**config.mk**
```make
export PLATFORM = sky130hd
export DESIGN_NAME = battery_soc_led_bar_controller
export DESIGN_NICKNAME = d
export VERILOG_FILES = /design/src/design/bsoc_pkg.sv /design/src/design/bsoc_step.sv /design/src/design/battery_soc_led_bar_controller.sv
export SDC_FILE = /design/constraint.sdc
export NUM_CORES = 1
export LEC_CHECK = 0
export ABC_AREA = 1
export BUFFER_PORTS_ARGS = -buffer_cell sky130_fd_sc_hd__buf_2
export CAP_MARGIN = 20
export CORE_AREA = 2 2 130 81
export DETAILED_ROUTE_END_ITERATION = 8
export DIE_AREA = 0 0 132 83
export PLACE_DENSITY = 0.85
export SLEW_MARGIN = 25
export SYNTH_ARGS = -nofsm -noshare
export SYNTH_HDL_FRONTEND = slang
export SYNTH_SLANG_ARGS = --single-unit
```
**constraint.sdc**
```tcl
create_clock -name clock -period 5.95 [get_ports clock]
set_input_delay 1.19 -clock clock [delete_from_list [all_inputs] [get_ports clock]]
set_output_delay 1.19 -clock clock [all_outputs]
set_load 0.05 [all_outputs]
```
**src/design/bsoc_pkg.sv**
```systemverilog
// Package for the battery charge LED bar controller.
// Holds mode codes, register indexes, reset values, shared structs and the bar function.
// No dependencies.
`timescale 1ns / 1ps

package bsoc_pkg;

   localparam logic [1:0] MODE_STARTUP   = 2'd0;
   localparam logic [1:0] MODE_NORMAL    = 2'd1;
   localparam logic [1:0] MODE_CHARGE    = 2'd2;
   localparam logic [1:0] MODE_DISCHARGE = 2'd3;

   localparam int unsigned CSR_INDEX_W = 2;
   localparam int unsigned CSR_DATA_W  = 16;

   localparam logic [CSR_INDEX_W-1:0] CSR_FAULT_MASK       = 2'd0;
   localparam logic [CSR_INDEX_W-1:0] CSR_SHOW_TICKS       = 2'd1;
   localparam logic [CSR_INDEX_W-1:0] CSR_BLINK_HALF_TICKS = 2'd2;
   localparam logic [CSR_INDEX_W-1:0] CSR_SLEEP_HOLD_TICKS = 2'd3;

   localparam logic [15:0] FAULT_MASK_RESET       = 16'h2FFA;
   localparam logic [7:0]  SHOW_TICKS_RESET       = 8'd50;
   localparam logic [6:0]  BLINK_HALF_TICKS_RESET = 7'd5;
   localparam logic [7:0]  SLEEP_HOLD_TICKS_RESET = 8'd30;

   localparam logic [6:0] SOC_FULL    = 7'd100;
   localparam logic [6:0] SOC_LEVEL_1 = 7'd20;
   localparam logic [6:0] SOC_LEVEL_2 = 7'd40;
   localparam logic [6:0] SOC_LEVEL_3 = 7'd60;
   localparam logic [6:0] SOC_LEVEL_4 = 7'd80;

   localparam logic [7:0] HOLD_COUNT_MAX = 8'hFF;
   localparam logic [4:0] BAR_ALL_ON     = 5'h1F;

   typedef struct packed {
      logic [15:0] fault_mask;
      logic [7:0]  show_ticks;
      logic [6:0]  blink_half_ticks;
      logic [7:0]  sleep_hold_ticks;
   } cfg_type;

   typedef struct packed {
      logic        tick_due;
      logic        startup_busy;
      logic        key_pressed;
      logic        charging;
      logic        discharging;
      logic [6:0]  state_of_charge;
      logic [15:0] fault_word;
      logic        temp_break_fault;
      logic        discharge_overcurrent_fault;
   } req_type;

   typedef struct packed {
      logic [1:0] mode;
      logic       showing;
      logic [7:0] show_count;
      logic [7:0] blink_count;
      logic [4:0] blink_pattern;
      logic [7:0] hold_count;
      logic       run_led;
      logic [4:0] bar_leds;
      logic       alarm_led;
      logic       sleep_flag;
   } state_type;

   typedef struct packed {
      logic       run_led;
      logic [4:0] bar_leds;
      logic       alarm_led;
      logic       sleep_request;
   } rsp_type;

   function automatic logic [4:0] steady_bar(input logic [6:0] soc);
      logic [4:0] bar;
      bar    = '0;
      bar[0] = (soc != 7'd0);
      bar[1] = (soc >= SOC_LEVEL_1);
      bar[2] = (soc >= SOC_LEVEL_2);
      bar[3] = (soc >= SOC_LEVEL_3);
      bar[4] = (soc >= SOC_LEVEL_4);
      return bar;
   endfunction

endpackage

```
**src/design/bsoc_step.sv**
```systemverilog
// Next-state logic for one scheduler call of the LED bar controller.
// Depends on bsoc_pkg (mode codes, structs, bar function).
`timescale 1ns / 1ps

module bsoc_step (
   input  bsoc_pkg::cfg_type   cfg,
   input  bsoc_pkg::req_type   req,
   input  bsoc_pkg::state_type state_cur,
   output bsoc_pkg::state_type state_nxt
);

   logic [6:0] soc;
   logic [8:0] show_next;
   logic [7:0] blink_next;
   logic [7:0] blink_limit;
   logic [4:0] seg_off;
   logic [7:0] hold_next;
   logic       fault;

   always_comb begin
      soc = (req.state_of_charge > bsoc_pkg::SOC_FULL) ? bsoc_pkg::SOC_FULL
                                                       : req.state_of_charge;
      show_next   = {1'b0, state_cur.show_count} + 9'd1;
      blink_next  = state_cur.blink_count + 8'd1;
      blink_limit = {cfg.blink_half_ticks, 1'b0};
      if (blink_next > blink_limit) begin
         blink_next = 8'd1;
      end
      if (soc < bsoc_pkg::SOC_LEVEL_1) begin
         seg_off = 5'b11110;
      end else if (soc < bsoc_pkg::SOC_LEVEL_2) begin
         seg_off = 5'b11101;
      end else if (soc < bsoc_pkg::SOC_LEVEL_3) begin
         seg_off = 5'b11011;
      end else if (soc < bsoc_pkg::SOC_LEVEL_4) begin
         seg_off = 5'b10111;
      end else if (soc < bsoc_pkg::SOC_FULL) begin
         seg_off = 5'b01111;
      end else begin
         seg_off = bsoc_pkg::BAR_ALL_ON;
      end
      fault = ((req.fault_word & cfg.fault_mask) != 16'd0) || req.temp_break_fault ||
              req.discharge_overcurrent_fault;
      hold_next = (state_cur.hold_count < bsoc_pkg::HOLD_COUNT_MAX)
                  ? state_cur.hold_count + 8'd1 : state_cur.hold_count;

      state_nxt = state_cur;
      if (req.tick_due && !req.startup_busy) begin
         case (state_cur.mode)
            bsoc_pkg::MODE_STARTUP: begin
               state_nxt.mode = bsoc_pkg::MODE_NORMAL;
            end
            bsoc_pkg::MODE_NORMAL: begin
               if (!state_cur.showing) begin
                  if (req.key_pressed) begin
                     state_nxt.showing = 1'b1;
                  end
                  if (req.discharging) begin
                     state_nxt.mode = bsoc_pkg::MODE_DISCHARGE;
                  end else if (req.charging) begin
                     state_nxt.mode = bsoc_pkg::MODE_CHARGE;
                  end
               end else begin
                  if (show_next <= {1'b0, cfg.show_ticks}) begin
                     state_nxt.show_count = show_next[7:0];
                     state_nxt.run_led    = 1'b1;
                     state_nxt.bar_leds   = bsoc_pkg::steady_bar(soc);
                  end else begin
                     state_nxt.show_count = 8'd0;
                     state_nxt.showing    = 1'b0;
                     state_nxt.run_led    = 1'b0;
                     state_nxt.bar_leds   = 5'd0;
                  end
                  if (req.key_pressed) begin
                     state_nxt.show_count = 8'd0;
                  end
               end
            end
            bsoc_pkg::MODE_CHARGE: begin
               state_nxt.blink_count = blink_next;
               if (blink_next <= {1'b0, cfg.blink_half_ticks}) begin
                  state_nxt.blink_pattern = seg_off;
               end else begin
                  state_nxt.blink_pattern = bsoc_pkg::BAR_ALL_ON;
               end
               if (req.charging) begin
                  state_nxt.run_led  = 1'b1;
                  state_nxt.bar_leds = (bsoc_pkg::steady_bar(soc) | 5'd1) &
                                       state_nxt.blink_pattern;
               end else begin
                  state_nxt.run_led  = 1'b0;
                  state_nxt.bar_leds = 5'd0;
                  state_nxt.mode     = bsoc_pkg::MODE_NORMAL;
               end
            end
            default: begin
               if (req.discharging) begin
                  state_nxt.run_led  = 1'b1;
                  state_nxt.bar_leds = bsoc_pkg::steady_bar(soc);
               end else begin
                  state_nxt.run_led  = 1'b0;
                  state_nxt.bar_leds = 5'd0;
                  state_nxt.mode     = bsoc_pkg::MODE_NORMAL;
               end
            end
         endcase

         state_nxt.alarm_led = fault ? !state_cur.alarm_led : 1'b0;

         if (req.key_pressed) begin
            state_nxt.hold_count = hold_next;
            if (hold_next >= cfg.sleep_hold_ticks) begin
               state_nxt.sleep_flag = 1'b1;
            end
         end else begin
            state_nxt.hold_count = 8'd0;
         end
      end
   end

endmodule

```
**src/design/battery_soc_led_bar_controller.sv**
```systemverilog
// Results are registered: valid the cycle after the request transfer if the output
// register is free, else held in skid. One request per cycle while the skid is empty;
// bsoc_step updates state. Two-entry result buffer: output register plus skid.
// Reset: synchronous, active high; mode startup, bar shown, LEDs off, registers at defaults.
// Top level of the battery charge LED bar controller.
// Depends on bsoc_pkg and bsoc_step.
`timescale 1ns / 1ps

module battery_soc_led_bar_controller (
   input  logic                                clock,
   input  logic                                reset,
   input  logic                                req_valid,
   output logic                                req_ready,
   input  logic                                req_tick_due,
   input  logic                                req_startup_busy,
   input  logic                                req_key_pressed,
   input  logic                                req_charging,
   input  logic                                req_discharging,
   input  logic [6:0]                          req_state_of_charge,
   input  logic [15:0]                         req_fault_word,
   input  logic                                req_temp_break_fault,
   input  logic                                req_discharge_overcurrent_fault,
   output logic                                rsp_valid,
   input  logic                                rsp_ready,
   output logic                                rsp_run_led,
   output logic [4:0]                          rsp_bar_leds,
   output logic                                rsp_alarm_led,
   output logic                                rsp_sleep_request,
   input  logic                                csr_we,
   input  logic [bsoc_pkg::CSR_INDEX_W-1:0]    csr_index,
   input  logic [bsoc_pkg::CSR_DATA_W-1:0]     csr_wdata
);

   bsoc_pkg::cfg_type   cfg_ff;
   bsoc_pkg::state_type state_ff;
   bsoc_pkg::state_type state_in;
   bsoc_pkg::req_type   req;
   bsoc_pkg::rsp_type   rsp_new;
   bsoc_pkg::rsp_type   out_ff;
   bsoc_pkg::rsp_type   out_in;
   bsoc_pkg::rsp_type   skid_ff;
   bsoc_pkg::rsp_type   skid_in;
   logic                out_valid_ff;
   logic                out_valid_in;
   logic                skid_valid_ff;
   logic                skid_valid_in;
   logic                req_xfer;
   logic                rsp_xfer;

   assign req = '{tick_due:                    req_tick_due,
                  startup_busy:                req_startup_busy,
                  key_pressed:                 req_key_pressed,
                  charging:                    req_charging,
                  discharging:                 req_discharging,
                  state_of_charge:             req_state_of_charge,
                  fault_word:                  req_fault_word,
                  temp_break_fault:            req_temp_break_fault,
                  discharge_overcurrent_fault: req_discharge_overcurrent_fault};

   bsoc_step u_step (
      .cfg       (cfg_ff),
      .req       (req),
      .state_cur (state_ff),
      .state_nxt (state_in)
   );

   assign req_ready = !skid_valid_ff;
   assign req_xfer  = req_valid && req_ready;
   assign rsp_xfer  = out_valid_ff && rsp_ready;

   assign rsp_new = '{run_led:       state_in.run_led,
                      bar_leds:      state_in.bar_leds,
                      alarm_led:     state_in.alarm_led,
                      sleep_request: state_in.sleep_flag};

   // drain the output register first, then place the new transfer
   always_comb begin
      out_in        = out_ff;
      out_valid_in  = out_valid_ff;
      skid_in       = skid_ff;
      skid_valid_in = skid_valid_ff;
      if (rsp_xfer) begin
         out_in        = skid_ff;
         out_valid_in  = skid_valid_ff;
         skid_valid_in = 1'b0;
      end
      if (req_xfer) begin
         if (!out_valid_in) begin
            out_in       = rsp_new;
            out_valid_in = 1'b1;
         end else begin
            skid_in       = rsp_new;
            skid_valid_in = 1'b1;
         end
      end
   end

   always_ff @(posedge clock) begin
      if (reset) begin
         out_valid_ff  <= 1'b0;
         skid_valid_ff <= 1'b0;
         state_ff      <= '{mode:          bsoc_pkg::MODE_STARTUP,
                            showing:       1'b1,
                            show_count:    8'd0,
                            blink_count:   8'd0,
                            blink_pattern: 5'd0,
                            hold_count:    8'd0,
                            run_led:       1'b0,
                            bar_leds:      5'd0,
                            alarm_led:     1'b0,
                            sleep_flag:    1'b0};
      end else begin
         out_valid_ff  <= out_valid_in;
         skid_valid_ff <= skid_valid_in;
         if (req_xfer) begin
            state_ff <= state_in;
         end
      end
   end

   always_ff @(posedge clock) begin
      out_ff  <= out_in;
      skid_ff <= skid_in;
   end

   always_ff @(posedge clock) begin
      if (reset) begin
         cfg_ff <= '{fault_mask:       bsoc_pkg::FAULT_MASK_RESET,
                     show_ticks:       bsoc_pkg::SHOW_TICKS_RESET,
                     blink_half_ticks: bsoc_pkg::BLINK_HALF_TICKS_RESET,
                     sleep_hold_ticks: bsoc_pkg::SLEEP_HOLD_TICKS_RESET};
      end else if (csr_we) begin
         case (csr_index)
            bsoc_pkg::CSR_FAULT_MASK:       cfg_ff.fault_mask       <= csr_wdata;
            bsoc_pkg::CSR_SHOW_TICKS:       cfg_ff.show_ticks       <= csr_wdata[7:0];
            bsoc_pkg::CSR_BLINK_HALF_TICKS: cfg_ff.blink_half_ticks <= csr_wdata[6:0];
            bsoc_pkg::CSR_SLEEP_HOLD_TICKS: cfg_ff.sleep_hold_ticks <= csr_wdata[7:0];
            default: begin
            end
         endcase
      end
   end

   assign rsp_valid         = out_valid_ff;
   assign rsp_run_led       = out_ff.run_led;
   assign rsp_bar_leds      = out_ff.bar_leds;
   assign rsp_alarm_led     = out_ff.alarm_led;
   assign rsp_sleep_request = out_ff.sleep_request;

endmodule
```
# Yosys cells after proc, flatten, opt, wreduce, memory -nomap -nowiden
# Index checks and enable logic that the tools add are counted.
[totals]
elab_cells = 114
out_inout_bits = 10
register_bits = 92
[op_classes]
n_reduce_logical = 22
n_mux = 40
add_sub_neg = 3
n_eq_ne = 9
n_bitwise = 2
magnitude_cmp = 15
[ops]
columns = ["operator", "count"]
rows = [
  ["8-bit 2-to-1 mux", 9],
  ["5-bit 2-to-1 mux", 8],
  ["6-bit 2-to-1 mux", 4],
  ["6-bit case mux with 3 select lines", 1],
  ["8-bit by 1-bit adder with 8-bit output, second input constant", 2],
  ["16-bit AND", 1],
  ["16-bit nonzero test", 1],
  ["7-bit by 6-bit greater-or-equal comparator with 1-bit output, second input constant", 2],
  ["7-bit by 6-bit less-than comparator with 1-bit output, second input constant", 2],
  ["7-bit less-than comparator, second input constant", 2],
  ["2-bit AND reduction", 6],
  ["1-bit 2-to-1 mux", 11],
  ["2-bit 2-to-1 mux", 5],
  ["8-bit by 1-bit adder with 9-bit output, second input constant", 1],
  ["9-bit by 8-bit less-or-equal comparator with 1-bit output", 1],
  ["8-bit greater-or-equal comparator", 1],
  ["8-bit > comparator", 1],
  ["8-bit by 7-bit less-or-equal comparator with 1-bit output", 1],
  ["8-bit less-than comparator, second input constant", 1],
  ["7-bit by 5-bit greater-or-equal comparator with 1-bit output, second input constant", 1],
  ["7-bit greater-or-equal comparator, second input constant", 1],
  ["7-bit > comparator, second input constant", 1],
  ["7-bit by 5-bit less-than comparator with 1-bit output, second input constant", 1],
  ["7-bit 2-to-1 mux", 1],
  ["other kinds (15)", 26],
]

# Logic depth before layout (Yosys ltp)
[logic_depth]
depth_word = 17
mapped_depth = 30
mapped_depth_nobuf = 30

# Hierarchy
# Synthesis repeated with hierarchy kept, for this count alone.
[hier_totals]
cells_unflattened = 875
area_unflattened_um2 = 5906.9
[by_module_without_submodules]
columns = ["module", "cells_per_inst", "instances", "area_each_um2"]
rows = [
  ["battery_soc_led_bar_controller", 441, 1, 3593.4],
  ["bsoc_step", 434, 1, 2313.5],
]

# Least setup slack after synthesis
# OpenSTA, ideal clock, no wires.
[synth_path]
path_kind = "flip-flop to flip-flop"
startpoint = "register state_ff[21] in the netlist's numbering"
endpoint = "register skid_ff[5] in the netlist's numbering (data pin)"
path_slack_ns = 2.762
n_path_buf = 0
stages_incl_launch_ff = 30
t_required_ns = 5.699
arrival_time_ns = 2.938
cell_sequence = "dfxtp_1 ha_1 nand2_1 inv_1 nand4_1 xor2_1 inv_1 ha_1 nand2_1 inv_1 a21oi_1 nand2_1 nand2_1 inv_1 nor2_1 ha_1 nand2_1 nor2_1 nand2_1 nand3_1 nand2_1 nand2_1 nand2_1 nand4_1 a21boi_0 nand2_1 nand2_1 nand2_1 nand2_1 inv_1"
[synth_lines]
columns = ["element", "line", "rtl"]
rows = [
  ["start, declared", "battery_soc_led_bar_controller.sv:35", "bsoc_pkg::state_type state_ff;"],
  ["start signal, assigned", "battery_soc_led_bar_controller.sv:102", "state_ff <= '{mode: bsoc_pkg::MODE_STARTUP,"],
  ["start signal, assigned", "battery_soc_led_bar_controller.sv:116", "state_ff <= state_in;"],
  ["end signal, assigned", "battery_soc_led_bar_controller.sv:123", "skid_ff <= skid_in;"],
  ["end, declared", "battery_soc_led_bar_controller.sv:41", "bsoc_pkg::rsp_type skid_ff;"],
]

# Worst setup path in the final report
[layout_path]
startpoint = "register state_ff[21] in the netlist's numbering"
endpoint = "register state_ff[5] in the netlist's numbering"
[layout_via]
elab_chain_cells = 11
[layout_rtl]
columns = ["element", "line", "rtl"]
rows = [
  ["8-bit by 1-bit adder with 8-bit output *", "bsoc_step.sv:24", "blink_next = state_cur.blink_count + 8'd1;"],
  ["8-bit > comparator", "bsoc_step.sv:26", "if (blink_next > blink_limit) begin"],
  ["8-bit 2-to-1 mux *", "bsoc_step.sv:26", ""],
  ["named net u_step.blink_next[3]", "bsoc_step.sv:14", "logic [7:0] blink_next;"],
  ["8-bit by 7-bit less-or-equal comparator with 1-bit output *", "bsoc_step.sv:81", "if (blink_next <= {1'b0, cfg.blink_half_ticks}) begin"],
  ["5-bit 2-to-1 mux *", "bsoc_step.sv:81", ""],
  ["5-bit 2-to-1 mux *", "bsoc_step.sv:49", "case (state_cur.mode)"],
  ["5-bit 2-to-1 mux *", "bsoc_step.sv:48", "if (req.tick_due && !req.startup_busy) begin"],
  ["5-bit AND *", "bsoc_step.sv:88", "state_nxt.bar_leds = (bsoc_pkg::steady_bar(soc) | 5'd1) &"],
  ["6-bit 2-to-1 mux *", "bsoc_step.sv:86", "if (req.charging) begin"],
  ["6-bit case mux with 3 select lines *", "bsoc_step.sv:49", ""],
  ["8-bit 2-to-1 mux *", "bsoc_step.sv:48", ""],
]
# Mark *: on every way through the listed nets, which the timed path passes. The rest lies on a longest branch. The select of a mux whose other input is x is not followed.
# A chain may end at the register's enable or synchronous reset.

==> metrics list <==
- Run status: completed
* Cell count along the critical path: 29
* Min cycle time layout: 3.72 ns
- In this run, CTS created clock tree buffers numbering 9.
* Met2 routed WL: 5.21 mm
- No sink is reached through more buffers than the 2 on the longest clock path.
- Synthesis warning total: 0
- Total Die Area: 11000 sq um
- The share of total power dissipated in sequential elements is 0.480.
* Number of iterations in the first detailed-routing pass: 5
- Number of global-route vias before repair: 4468
- The netlist uses 39 different library cells.
* Family with the most delay on the worst path: simple AND/OR/NAND/NOR gates
- The H-tree was split into 3 levels.
- TritonCTS built the clock tree.
- The worst-case IR drop observed on VDD is 149 uV.
* Synth Register Bits: 92
- Number of synthesized flops with an enable pin: 8
- After routing the design area is 5920 sq um.
* Number of buffers and inverters on the critical path: 5
* Violation count after the first detailed-route iteration: 388
- Cell with the biggest individual delay on the critical path: dfxtp_1
* Combinational fraction of design power: 0.147
- For the worst flop-to-flop path, the logic depth is 29.
- I/O pin count: 63
* Insertion delay to the later sink of the worst-skew pair: 0.35 ns
* Number of cell rows: 28
- First-pass GRT wire length: 20.5 mm
- Among all flip-flop cells after synthesis, the most frequent one is dfxtp_1.
- Of all flip-flops after synthesis, the portion carrying an async set or reset was 0.
- The worst hold path belongs to the class register to register.
- Hold-fix buffers at CTS: 0
* Net switching power of the design: 0.000390 W
* Highest attainable clock frequency: 269 MHz
- At the worst endpoint, the required time is 6.18 ns.
* Cells after Synth: 750
- The tree is rooted in a clkbuf_16.
* Pwr Density: 235 nW/um^2
- Effective utilization at floorplan: 0.541
- The clock drives 92 sinks.
- The mapped netlist covers 5250 sq um.
* Top cells by area in the synthesized netlist: dfxtp_1 (32%), nand2_1 (13%), ha_1 (8.8%), inv_1 (8.2%), a21oi_1 (6.8%)
- Reported max-cap violation count: 0
- From synthesis to final layout, the design area changed by 12.6%.
* Crit path launch type: register
- Arrival time reported for the critical path endpoint: 3.96 ns
* Number of buffers added for setup after CTS: 0
- The die is 132 um wide.
- Avg Cell Area, Syn: 7.00 sq um
* Weighted congestion reported at the end of routability-driven placement: 0.908
- Initial antenna violation count: 0
* Design internal power: 0.00100 W
- Summed negative setup slack over all endpoints: 0 ns
- Global-route total usage across every layer: 0.228
- Setup repair after global routing left no endpoint under its margin.
* Most used cell along the critical path: nand2_1
- Of the available clock period, the critical path in the final layout requires 0.626.
- The share of the Yosys chip area taken by registers is 0.366.
* First element of the critical path: state_ff[21]
* Port bufs: 62
- Of the total power, the share spent switching nets is 0.280.
* Critical-path maximum fanout: 6
- Nets: 896
- Total congestion overflow after global routing: 0
* PostCTS Resize Cnt: 0
- Final routed DRC violation total: 0
- In this run the critical register-to-register path is captured at state_ff[5].
* Final number of max-transition violations: 0
* CP Capture Type: register
- The critical path is of the register to register type.
- Final-report setup violation count: 0
* Portion of synthesized cell area occupied by the leading cell type: 0.320
* Vert. Die Dim: 83 um
- Reg2Reg Launch Point: state_ff[21]
* Layout filler cell count: 873
- Summing over every cut layer, the via total after detailed routing is 4857.
- Synthesis produced a netlist with a net count of 840.
- Signal routing reaches up to met4.
* Largest area contributor in the netlist: dfxtp_1
* Worst-Margin Slew: 0.840 ns
* Crit-path max cell delay: 0.37 ns
* FF-to-FF setup slack: 2.23 ns
- Following the worst setup path forward leads to its endpoint at state_ff[5].
* Drt via density: 5.13
* Final hold violation count: 0
- Detail Route Antenna Nets: 0
- Clock tree skew after final layout: 0.00720 ns
- Instance area after placement: 5650 sq um
- In the final layout, the share of cells above drive strength 1 is 0.116.
- Maximum number of pins on one net before global-route repair: 47
* Rel. slew slack: 0.438
* Clock-pin slew of the registers on the worst-case setup and hold paths: 0.06 ns
- Inserted Diodes: 0
- Half-perimeter wire length of the detailed placement result: 8.95 mm
* Wire length per cell after detailed routing: 12.7 um
- Proportion of power drawn by the clock network: 0.373
* Leading cell type by number of instances after synthesis: nand2_1
- The core region is 9700 sq um.
- Summed over all layers, the routed wires come to 12.1 mm.
- Wire length on met3: 819 um
- Leakage dissipation: 2.99 nW
- Ranked by instance count, the synthesized netlist is headed by nand2_1 (175), inv_1 (115), dfxtp_1 (84).
- After detailed routing, the wire length on met1 is 5.87 mm.
-- layer usage --
| layer | GRT usage | vias to the layer above |
|---|---|---|
| met5 | 0 | - |
| li1 | - | 2545 |
| met4 | 0.0662 | 0 |
| met1 | 0.312 | 2165 |
| met2 | 0.353 | 131 |
| met3 | 0.0611 | 16 |
-- power groups by stage --
| stage | clock network [W] | registers [W] | logic, W |
|---|---|---|---|
| after CTS | 0.000526 | 0.000669 | 0.000203 |
| final | 0.000519 | 0.000669 | 0.000205 |
| after global placement | 0 | 0.000682 | 0.000197 |
| after floorplan | 0 | 0.000714 | 0.000109 |
| after global routing | 0.000549 | 0.000673 | 0.000229 |
| after detailed placement | 0 | 0.000682 | 0.000201 |
-- flip-flops by register name (all words and copies together), names as in the netlist --
| name | flops |
|---|---|
| cfg_ff | 39 |
| rsp_bar_leds | 5 |
| rsp_alarm_led | 1 |
| skid_ff | 8 |
| state_ff | 35 |
| rsp_valid | 1 |
| skid_valid_ff | 1 |
| rsp_sleep_request | 1 |
| rsp_run_led | 1 |
-- cell usage in the layout (no fill, tap or decap), drive strengths merged, types with 2 or more instances in the layout --
cell	synthesis	final
nor2	71	71
mux2	2	2
a21boi	4	4
nor3	7	7
mux2i	2	2
edfxtp	8	8
clkbuf	15	12
dfxtp	84	84
nand2	181	181
inv	116	116
a22o	3	3
buf	4	64
a22oi	2	2
a211oi	7	7
xor2	11	11
nand4	10	10
clkinv	1	4
xnor2	4	4
o211ai	5	5
a21o	3	3
nand3	46	46
ha	37	37
a21oi	72	72
o21ai	48	48
-- area by class of cell --
cell class | instances | area (sq um) | share of cell area
sequential | 92 | 1920 | 0.325
clock buffer | 12 | 236 | 0.0400
multi-input combinational | 522 | 2800 | 0.473
tap | 135 | 169 | 0.0285
inverter | 117 | 439 | 0.0742
timing repair buffer | 64 | 325 | 0.0550
clock inverter | 4 | 26.3 | 0.00444
-- cell families (layout without fill, tap and decap cells) --
logic type	Yosys count	in the layout	share of synthesized area
flip-flops	92	92	0.366
XOR/XNOR	15	15	0.0250
AND/OR/NAND/NOR	316	316	0.251
multiplexers	4	4	0.00810
adder cells (fa/ha/maj)	37	37	0.0881
buffers and inverters	136	197	0.102
AO/OA/AOI/OAI	150	150	0.160
-- worst reg2reg max path: cells and delay by family (launching register included) --
kind                       cells  cell delay, ns
and+or+nand+nor               17            1.41
adders and majority gates      3            0.74
AOI/OAI and AO/OA              3            0.51
DFF                            1            0.37
buffers and inverters          5            0.35
xor gates and xnor gates       1            0.22
-- through the flow --
stage          utilization  hold slack [ns]  cells  setup WS, ns  power [W]
6_report             0.610            0.459    946          2.23    0.00139
5_1_grt              0.610            0.480    946          1.73    0.00145
4_1_cts              0.609            0.458    946          2.25    0.00140
3_5_place_dp         0.582            0.442    930          2.34   0.000884
3_3_place_gp         0.582            0.438    930          2.50   0.000879
2_1_floorplan            -            0.429    750          2.76   0.000823
-- worst min-delay path by stage --
stage / depth (start not counted) / from / slack [ns] / endpoint
finish: 2 / cfg_ff[28] / 0.46 / cfg_ff[28]
global route: 2 / cfg_ff[22] / 0.48 / cfg_ff[22]
global placement: 2 / cfg_ff[27] / 0.44 / cfg_ff[27]
CTS: 2 / cfg_ff[27] / 0.46 / cfg_ff[27]
floorplan: 2 / cfg_ff[26] / 0.43 / cfg_ff[26]
detailed placement: 2 / cfg_ff[27] / 0.44 / cfg_ff[27]
No activity file was read; power rests on OpenSTA's default activity.
